`config.mk`:
```
export PLATFORM = sky130hd
export DESIGN_NAME = tgv_phase
export DESIGN_NICKNAME = d
export VERILOG_FILES = /design/src/rtl/tgv_pkg.sv /design/src/rtl/tgv_phase.sv
export SDC_FILE = /design/constraint.sdc
export NUM_CORES = 2
export LEC_CHECK = 0
export ABC_AREA = 1
export ABC_CLOCK_PERIOD_IN_PS = 15200
export BUFFER_PORTS_ARGS = -buffer_cell sky130_fd_sc_hd__buf_2
export CORE_MARGIN = 2
export CORE_UTILIZATION = 45
export CTS_BUF_LIST = sky130_fd_sc_hd__clkbuf_16
export CTS_CLUSTER_DIAMETER = 200
export DETAILED_ROUTE_END_ITERATION = 8
export HOLD_SLACK_MARGIN = 0.05
export SLEW_MARGIN = 5
export SYNTH_ARGS = -nofsm -noshare
export SYNTH_HDL_FRONTEND = slang
export SYNTH_SLANG_ARGS = --single-unit
```
`constraint.sdc`:
```
create_clock -name clk -period 15.2 [get_ports clk]
set_input_delay 2.28 -clock clk [delete_from_list [all_inputs] [get_ports clk]]
set_output_delay 2.28 -clock clk [all_outputs]
set_load 0.01 [all_outputs]
```
`src/rtl/tgv_pkg.sv`:
```
// ----------------------------------------------------------------------------
// tgv_pkg
// Shared widths, beat structs and the quarter-wave sine table builder for the
// torus grid vertex generator.
// ----------------------------------------------------------------------------
package tgv_pkg;

  localparam int DEPTH    = 1024;
  localparam int DEPTH_LOG2 = $clog2(DEPTH);
  localparam int MAX_SEG  = 1024;
  localparam int STEP_W   = 11;
  localparam int SEG_W    = 11;
  localparam int RAD_W    = 16;
  localparam int PH_W     = $clog2(4 * DEPTH);
  localparam int ADDR_W   = $clog2(DEPTH + 1);
  localparam int Q_W      = 15;
  localparam int TRIG_W   = 16;
  localparam int NUM_W    = STEP_W + PH_W + 1;
  localparam int DIV_W    = $clog2(2 * MAX_SEG) + 1;
  localparam int REM_W    = DIV_W - 1;
  localparam int IDX_W    = 21;
  localparam int PX_W     = 18;
  localparam int PZ_W     = 17;
  localparam int NRM_W    = 16;
  localparam int CFG_IDX_W = 8;

  localparam logic [CFG_IDX_W-1:0] REG_MAJOR_RADIUS   = 8'd0;
  localparam logic [CFG_IDX_W-1:0] REG_MINOR_RADIUS   = 8'd1;
  localparam logic [CFG_IDX_W-1:0] REG_MAJOR_SEGMENTS = 8'd2;
  localparam logic [CFG_IDX_W-1:0] REG_MINOR_SEGMENTS = 8'd3;

  localparam longint unsigned HALF_PI_Q30 = 64'd1686629713;

  // ceil(2^42 / ((2n)(2n+1))): exact truncating quotient for dividends below 2^33
  localparam int RECIP_SH = 42;
  localparam longint unsigned TAYLOR_RECIP [1:8] = '{
    ((64'd1 << RECIP_SH) + 64'd5) / 64'd6,
    ((64'd1 << RECIP_SH) + 64'd19) / 64'd20,
    ((64'd1 << RECIP_SH) + 64'd41) / 64'd42,
    ((64'd1 << RECIP_SH) + 64'd71) / 64'd72,
    ((64'd1 << RECIP_SH) + 64'd109) / 64'd110,
    ((64'd1 << RECIP_SH) + 64'd155) / 64'd156,
    ((64'd1 << RECIP_SH) + 64'd209) / 64'd210,
    ((64'd1 << RECIP_SH) + 64'd271) / 64'd272
  };

  typedef struct packed {
    logic [IDX_W-1:0] vi;
    logic [IDX_W-1:0] ni;
    logic             quad;
    logic             oor;
  } side_t;

  typedef struct packed {
    logic signed [PX_W-1:0]  px;
    logic signed [PX_W-1:0]  py;
    logic signed [PZ_W-1:0]  pz;
    logic signed [NRM_W-1:0] nx;
    logic signed [NRM_W-1:0] ny;
    logic signed [NRM_W-1:0] nz;
  } res_t;

  typedef logic [Q_W-1:0] qtab_t [0:DEPTH];

  function automatic qtab_t build_qtab();
    qtab_t             tab;
    longint unsigned   x;
    longint unsigned   x2;
    longint unsigned   term;
    logic [127:0]      prod;
    longint            sum;
    longint            r;
    for (int k = 0; k <= DEPTH; k++) begin
      x = (longint'(k) * HALF_PI_Q30 * 2 + DEPTH) >> (DEPTH_LOG2 + 1);
      x2 = (x * x) >> 30;
      term = x;
      sum = longint'(x);
      for (int n = 1; n <= 8; n++) begin
        prod = 128'((term * x2) >> 30) * 128'(TAYLOR_RECIP[n]);
        term = 64'(prod >> RECIP_SH);
        if ((n & 1) != 0) begin
          sum = sum - longint'(term);
        end else begin
          sum = sum + longint'(term);
        end
      end
      if (sum < 0) begin
        sum = 0;
      end
      r = (sum + 32768) >>> 16;
      if (r > 16384) begin
        r = 16384;
      end
      tab[k] = Q_W'(r);
    end
    return tab;
  endfunction

endpackage

```
`src/rtl/tgv_phase.sv`:
```
// ----------------------------------------------------------------------------
// tgv_phase
// Input stage and bit-serial pipelined dividers that turn ring and tube steps
// into table phases, plus the vertex index arithmetic.
// ----------------------------------------------------------------------------
module tgv_phase (
  input  logic                         clk,
  input  logic                         rst,
  input  logic                         en,
  input  logic                         in_valid,
  input  logic [tgv_pkg::STEP_W-1:0]   ring_step,
  input  logic [tgv_pkg::STEP_W-1:0]   tube_step,
  input  logic [tgv_pkg::SEG_W-1:0]    major_segments,
  input  logic [tgv_pkg::SEG_W-1:0]    minor_segments,
  output logic                         out_valid,
  output logic [tgv_pkg::PH_W-1:0]     phase_t,
  output logic [tgv_pkg::PH_W-1:0]     phase_p,
  output tgv_pkg::side_t               side
);

  localparam int NS = tgv_pkg::NUM_W;

  logic [tgv_pkg::SEG_W-1:0] nm;
  logic [tgv_pkg::SEG_W-1:0] nn;
  logic [tgv_pkg::SEG_W-1:0] nn1;
  logic [tgv_pkg::IDX_W:0]   vi_full;
  logic [tgv_pkg::IDX_W:0]   ni_full;

  logic                         vld   [0:NS];
  logic [tgv_pkg::NUM_W-1:0]    num_t [0:NS];
  logic [tgv_pkg::NUM_W-1:0]    num_p [0:NS];
  logic [tgv_pkg::DIV_W-1:0]    d_t   [0:NS];
  logic [tgv_pkg::DIV_W-1:0]    d_p   [0:NS];
  logic [tgv_pkg::REM_W-1:0]    rem_t [0:NS];
  logic [tgv_pkg::REM_W-1:0]    rem_p [0:NS];
  logic [tgv_pkg::PH_W-1:0]     q_t   [0:NS];
  logic [tgv_pkg::PH_W-1:0]     q_p   [0:NS];
  tgv_pkg::side_t               sd    [0:NS];

  always_comb begin
    if (major_segments == '0) begin
      nm = tgv_pkg::SEG_W'(1);
    end else if (major_segments > tgv_pkg::SEG_W'(tgv_pkg::MAX_SEG)) begin
      nm = tgv_pkg::SEG_W'(tgv_pkg::MAX_SEG);
    end else begin
      nm = major_segments;
    end
    if (minor_segments == '0) begin
      nn = tgv_pkg::SEG_W'(1);
    end else if (minor_segments > tgv_pkg::SEG_W'(tgv_pkg::MAX_SEG)) begin
      nn = tgv_pkg::SEG_W'(tgv_pkg::MAX_SEG);
    end else begin
      nn = minor_segments;
    end
    nn1 = nn + tgv_pkg::SEG_W'(1);
    vi_full = (tgv_pkg::IDX_W+1)'(ring_step * nn1) + (tgv_pkg::IDX_W+1)'(tube_step);
    ni_full = (tgv_pkg::IDX_W+1)'((ring_step + tgv_pkg::STEP_W'(1)) * nn1)
            + (tgv_pkg::IDX_W+1)'(tube_step);
  end

  always_ff @(posedge clk) begin
    if (rst) begin
      vld[0] <= 1'b0;
    end else if (en) begin
      vld[0] <= in_valid;
    end
  end

  always_ff @(posedge clk) begin
    if (en) begin
      num_t[0] <= {ring_step, (tgv_pkg::PH_W+1)'(0)} + tgv_pkg::NUM_W'(nm);
      num_p[0] <= {tube_step, (tgv_pkg::PH_W+1)'(0)} + tgv_pkg::NUM_W'(nn);
      d_t[0]   <= {nm, 1'b0};
      d_p[0]   <= {nn, 1'b0};
      rem_t[0] <= '0;
      rem_p[0] <= '0;
      q_t[0]   <= '0;
      q_p[0]   <= '0;
      sd[0].vi   <= vi_full[tgv_pkg::IDX_W-1:0];
      sd[0].ni   <= ni_full[tgv_pkg::IDX_W-1:0];
      sd[0].quad <= (ring_step < nm) && (tube_step < nn);
      sd[0].oor  <= (ring_step > nm) || (tube_step > nn);
    end
  end

  for (genvar k = 0; k < NS; k++) begin : g_div
    logic [tgv_pkg::DIV_W-1:0] tt;
    logic [tgv_pkg::DIV_W-1:0] tp;
    logic                      ge_t;
    logic                      ge_p;

    assign tt   = {rem_t[k], num_t[k][tgv_pkg::NUM_W-1]};
    assign tp   = {rem_p[k], num_p[k][tgv_pkg::NUM_W-1]};
    assign ge_t = tt >= d_t[k];
    assign ge_p = tp >= d_p[k];

    always_ff @(posedge clk) begin
      if (rst) begin
        vld[k+1] <= 1'b0;
      end else if (en) begin
        vld[k+1] <= vld[k];
      end
    end

    always_ff @(posedge clk) begin
      if (en) begin
        num_t[k+1] <= num_t[k] << 1;
        num_p[k+1] <= num_p[k] << 1;
        d_t[k+1]   <= d_t[k];
        d_p[k+1]   <= d_p[k];
        rem_t[k+1] <= ge_t ? tgv_pkg::REM_W'(tt - d_t[k]) : tgv_pkg::REM_W'(tt);
        rem_p[k+1] <= ge_p ? tgv_pkg::REM_W'(tp - d_p[k]) : tgv_pkg::REM_W'(tp);
        q_t[k+1]   <= {q_t[k][tgv_pkg::PH_W-2:0], ge_t};
        q_p[k+1]   <= {q_p[k][tgv_pkg::PH_W-2:0], ge_p};
        sd[k+1]    <= sd[k];
      end
    end
  end

  assign out_valid = vld[NS];
  assign phase_t   = q_t[NS];
  assign phase_p   = q_p[NS];
  assign side      = sd[NS];

endmodule

```
# ---- Yosys cells after proc, flatten, opt, wreduce, memory -nomap -nowiden
# Memory sizes are Yosys's and may differ from the RTL's.
# Index checks and enable logic that the tools add are counted.
dict set report totals {
  latch_bits 0
  mem_count 10
  in_bits 48
  out_inout_bits 69
  rom_bits 0
  regBits 0
  ramBits 4075
}
# memory depth word_bits read_ports rd_ports_with_merged_regs write_ports line_no
set memory_table {}
lappend memory_table {sd 25 44 25 0 25 tgv_phase.sv:38} ;# tgv_pkg::side_t sd [0:NS];
lappend memory_table {num_p 25 24 24 0 25 tgv_phase.sv:31} ;# logic [tgv_pkg::NUM_W-1:0] num_p [0:NS];
lappend memory_table {num_t 25 24 24 0 25 tgv_phase.sv:30} ;# logic [tgv_pkg::NUM_W-1:0] num_t [0:NS];
lappend memory_table {d_p 25 12 24 0 25 tgv_phase.sv:33} ;# logic [tgv_pkg::DIV_W-1:0] d_p [0:NS];
lappend memory_table {d_t 25 12 24 0 25 tgv_phase.sv:32} ;# logic [tgv_pkg::DIV_W-1:0] d_t [0:NS];
lappend memory_table {q_p 25 12 25 0 25 tgv_phase.sv:37} ;# logic [tgv_pkg::PH_W-1:0] q_p [0:NS];
lappend memory_table {{4 more memories} n/a n/a n/a n/a n/a n/a}
dict set report classes {
  n_div 0
  muxes 83
  n_reduce_logical 4
  bitwise_logic 25
  mul 2
  addsub 54
  shift 0
  n_eq_ne 0
  magnitude_cmp 54
}
# operator count
set ops {}
lappend ops {{>= comparator 12 bit} 48}
lappend ops {{2-to-1 mux 11 bit} 52}
lappend ops {{subtractor 11 bit} 48}
lappend ops {{adder 24 x 11 -> 24 bit} 2}
lappend ops {{adder 21 x 11 -> 21 bit} 2}
lappend ops {{2-to-1 mux 1 bit} 31}
lappend ops {{OR 1 bit} 25}
lappend ops {{greater-than comparator 11 bit} 2}
lappend ops {{greater-than comparator 11 bit, second input constant} 2}
lappend ops {{logical NOT 11 bit} 2}
lappend ops {{< comparator 11 bit} 2}
lappend ops {{multiplier 11 x 11 -> 21 bit} 1}
lappend ops {{multiplier 12 x 11 -> 21 bit} 1}
lappend ops {{adder 11 x 1 -> 12 bit, second input constant} 1}
lappend ops {{adder 11 x 1 -> 11 bit, second input constant} 1}
lappend ops {{logical AND 1 bit} 1}
lappend ops {{logical OR 1 bit} 1}

# ---- Depth between registers and ports, before layout
dict set report logic_depth {
  depth_word 6
  depth_mapped 37
}

# ---- Worst setup path after synthesis
# OpenSTA, ideal clock, no wires.
dict set report synth_timing {
  path_type {in2reg}
  start {input minor_segments[0] in the netlist's numbering}
  end {memory sd[0][22] in the netlist's numbering (data pin)}
  path_slack_ns 6.879
  path_stages 31
  arrival_time_ns 8.069
  required_time_ns 14.947
  path_buffers 0
  setup_ns 0.253
  path_cell_list {nor2_1 -> nand3_1 -> o21bai_4 -> nand2_2 -> inv_1 -> ha_1 -> inv_1 -> nor2_1 -> inv_1 -> nor3_4 -> inv_1 -> o21ai_1 -> nand2_2 -> inv_1 -> nand2_1 -> fa_1 -> fa_1 -> inv_1 -> fa_1 -> fa_1 -> inv_1 -> fa_1 -> inv_1 -> ha_1 -> nand2_1 -> nor2_1 -> nand4_1 -> o311ai_0 -> inv_1 -> nand2_1 -> nand2_1}
}
# element line_no
set synth_rtl {}
lappend synth_rtl {{from (decl)} tgv_phase.sv:14} ;# input logic [tgv_pkg::SEG_W-1:0] minor_segments,
lappend synth_rtl {{to (decl)} tgv_phase.sv:38}

==> impl_metrics.csv <==
group,metric,value,unit
outcome,status,"finished clean",
layout,nets,9338,
power,switching_share,30.1,%
global_route,grt_pass1_vias,59000,
layout,mostFrequentLayoutCells,"edfxtp_1, inv_1, nand2_1, ha_1, a21oi_1",
cts,cts_root_buffer,"clkbuf_16",
timing,fin_skew,65.9,ps
timing,hold_viol_final,0,
cts,cts_setup_buffers,0,
global_route,grt_pass1_wl,289000,um
placement,port-buffer-count,116,
power,p_per_area,171,nW/um^2
die,rows,179,
power,p_int,14.4,mW
cts,clock_latency,920,ps
detailed_routing,final_antenna_net_count,0,
job,cap_violations,0,
timing,drv_slew,0,
timing,rsz0062_at_grt,"no",
detailed_routing,drc,0,
placement,hpwl,120000,um
synth,yosys.cell_types.count,56,
synth,syn_inst,8105,
power,combPwrFrac,26.1,%
critical_path,max_stage_delay,620,ps
synth,yosys_warnings,0,
synth,synth_edf_count,2423,
global_route,overflow,0,
cts,clkSinkCount,2423,
synth,syn_avg_cell_area,13.3,sq um
timing,worstMarginPinSlew,1160,ps
global_route,grt_max_degree,202,
synth,ys_seq_area_share,67.5,%
power,ir_worst_vdd,85.7,uV
layout,final_common_cell,"edfxtp_1",
detailed_routing,vias,57300,
timing,timing.fmax,0.107,GHz
synth,synthesis.area,108000,sq um
detailed_routing,routed_wl,175000,um
die,fp.dieW,494,um
critical_path,cp.required,15790,ps
power,power,20.5,mW
power,pwr-share-seq,44.8,%
cts,clock_path_buffers,4,
timing,fin_crit_sh,61.4,%
cts,htree_num_levels,5,
placement,gp_congestion,0.860,
die,die_area,244000,sq um
critical_path,critical-path-slowest-cell,"inv_1",
min_path,hold_path_class,"flip-flop to flip-flop",
die,ios,117,
cts,cts_hold_buf,0,
global_route,antenna_found_initial,3,
detailed_routing,drt_pre_antenna_iters,5,
global_route,grt_usage,14.4,%
critical_path,crit_top_cell,"inv_1",
timing,setup_viol,0,
timing,finalCriticalPeriod,9330,ps
die,start_util,45.3,%
cts,cts_buffers,279,
critical_path,cp-end-kind,"flip-flop",
power,p_sw,6.18,mW
detailed_routing,drtIter0Drc,3319,
detailed_routing,routedWlPerCell,14.8,um
die,dieHeight,494,um
cts,path_clk_slew,60,ps
power,power_frac_clock,29.0,%
critical_path,path_max_fanout,23,
power,p_leak,49.1,nW
synth,ys.flop_type,"edfxtp_1",
die,core,238000,sq um
cts,cts_tree,"done",
layout,syn_to_final_growth,11.6,%
synth,async_reset_ff_share,0,%
synth,yosys_register_bits,2423,
timing,slew_headroom,22.4,%
detailed_routing,via_per_inst,4.87,
timing,finalSetupTns,0,ps
cts,ctsResizeCount,0,
critical_path,critPathKind,"primary input to flip-flop",
critical_path,arrival,9930,ps
critical_path,worst_setup_path_start_kind,"primary input",
layout,drive_gt1_share,6.26,%
==> flip-flops by register name (all words and copies together) (netlist names) <==
name	cells
d_p	134
d_t	169
num_p	186
num_t	151
q_p	78
q_t	78
rem_p	251
rem_t	251
sd	1100
vld	25
==> kinds of logic (layout without fill, tap and decap cells) <==
kind of cell,count (synthesis),after routing,share of synthesized area [%]
AND/OR/NAND/NOR,1705,1705,6.39
other,1,11,0.00348
buffers and inverters,1470,1961,5.20
adder cells (fa/ha/maj),871,871,11.7
flip-flops,2423,2423,67.5
XOR/XNOR,393,393,3.20
AO/OA/AOI/OAI,1242,1242,6.02
==> synth_stat cells (all sizes together), types with 64 or more instances <==
cell | count | area, sq um
edfxtp | 2423 | 72800
xnor2 | 136 | 1200
fa | 233 | 4660
nor2 | 455 | 1730
nand3 | 157 | 796
nand2 | 991 | 3740
o21ai | 559 | 2810
inv | 1350 | 5070
clkbuf | 64 | 241
xor2 | 257 | 2250
a21oi | 600 | 3030
ha | 638 | 7980
==> worst max-delay path, delay by kind of cell <==
family,cells,cell delay (ps)
adders and majority gates,7,3090
and+or+nand+nor,13,2220
buffers and inverters,10,1570
AOI/OAI and AO/OA,2,750
==> final cells by class <==
class | count | area [sq um]
sequential | 2423 | 72800
multi-input combinational | 4221 | 29500
tap | 3167 | 3960
timing repair buffer | 142 | 866
clock inverter | 185 | 1100
clock buffer | 282 | 7060
antenna | 1 | 2.50
inverter | 1352 | 5070
fill | 20200 | 118000
==> power by group through the flow <==
stage / registers [mW] / logic (mW) / clock network (mW)
floorplan: 9.17 / 4.20 / 0
global placement: 9.32 / 5.22 / 0
detailed placement: 9.35 / 5.37 / 0
CTS: 9.22 / 5.40 / 6.17
global route: 9.32 / 6.21 / 6.42
finish: 9.21 / 5.37 / 5.96
==> metal layers <==
layer  GRT usage (%)  routed length [um]  share of wire (%)
met5               0                   0                  0
met4            6.06                6910                4.0
met3            2.37                6370                3.6
met2            25.6               88000                 50
met1            17.5               73500                 42
==> final timing paths <==
| kind | startpoint | to | slack, ps | cells past startpoint |
|---|---|---|---|---|
| worst min-delay path | sd[1][27]$_DFFE_PP_ | sd[1][71]$_DFFE_PP_ | 360 | 0 |
| worst min register to register | sd[1][27]$_DFFE_PP_ | sd[1][71]$_DFFE_PP_ | 360 | 0 |
| worst max-delay path | minor_segments[3] | sd[0][22]$_DFFE_PP_ | 5870 | 32 |
| worst max register to register | d_p[0][87]$_DFFE_PP_ | rem_p[1][1]$_DFFE_PP_ | 11850 | 10 |
==> stage by stage <==
step / instance area [sq um] / hold slack [ps] / worst slack, ps / instances / util, %
final: 120000 / 356 / 5870 / 11800 / 50.6
after global routing: 120000 / 361 / 5350 / 11800 / 50.6
after CTS: 120000 / 348 / 5910 / 11800 / 50.6
after detailed placement: 112000 / 405 / 5040 / 11300 / 47.1
after global placement: 112000 / 400 / 5160 / 11300 / 47.1
after floorplan: 108000 / 400 / 6880 / 8114 / -
No activity file was read; power rests on OpenSTA's default activity.
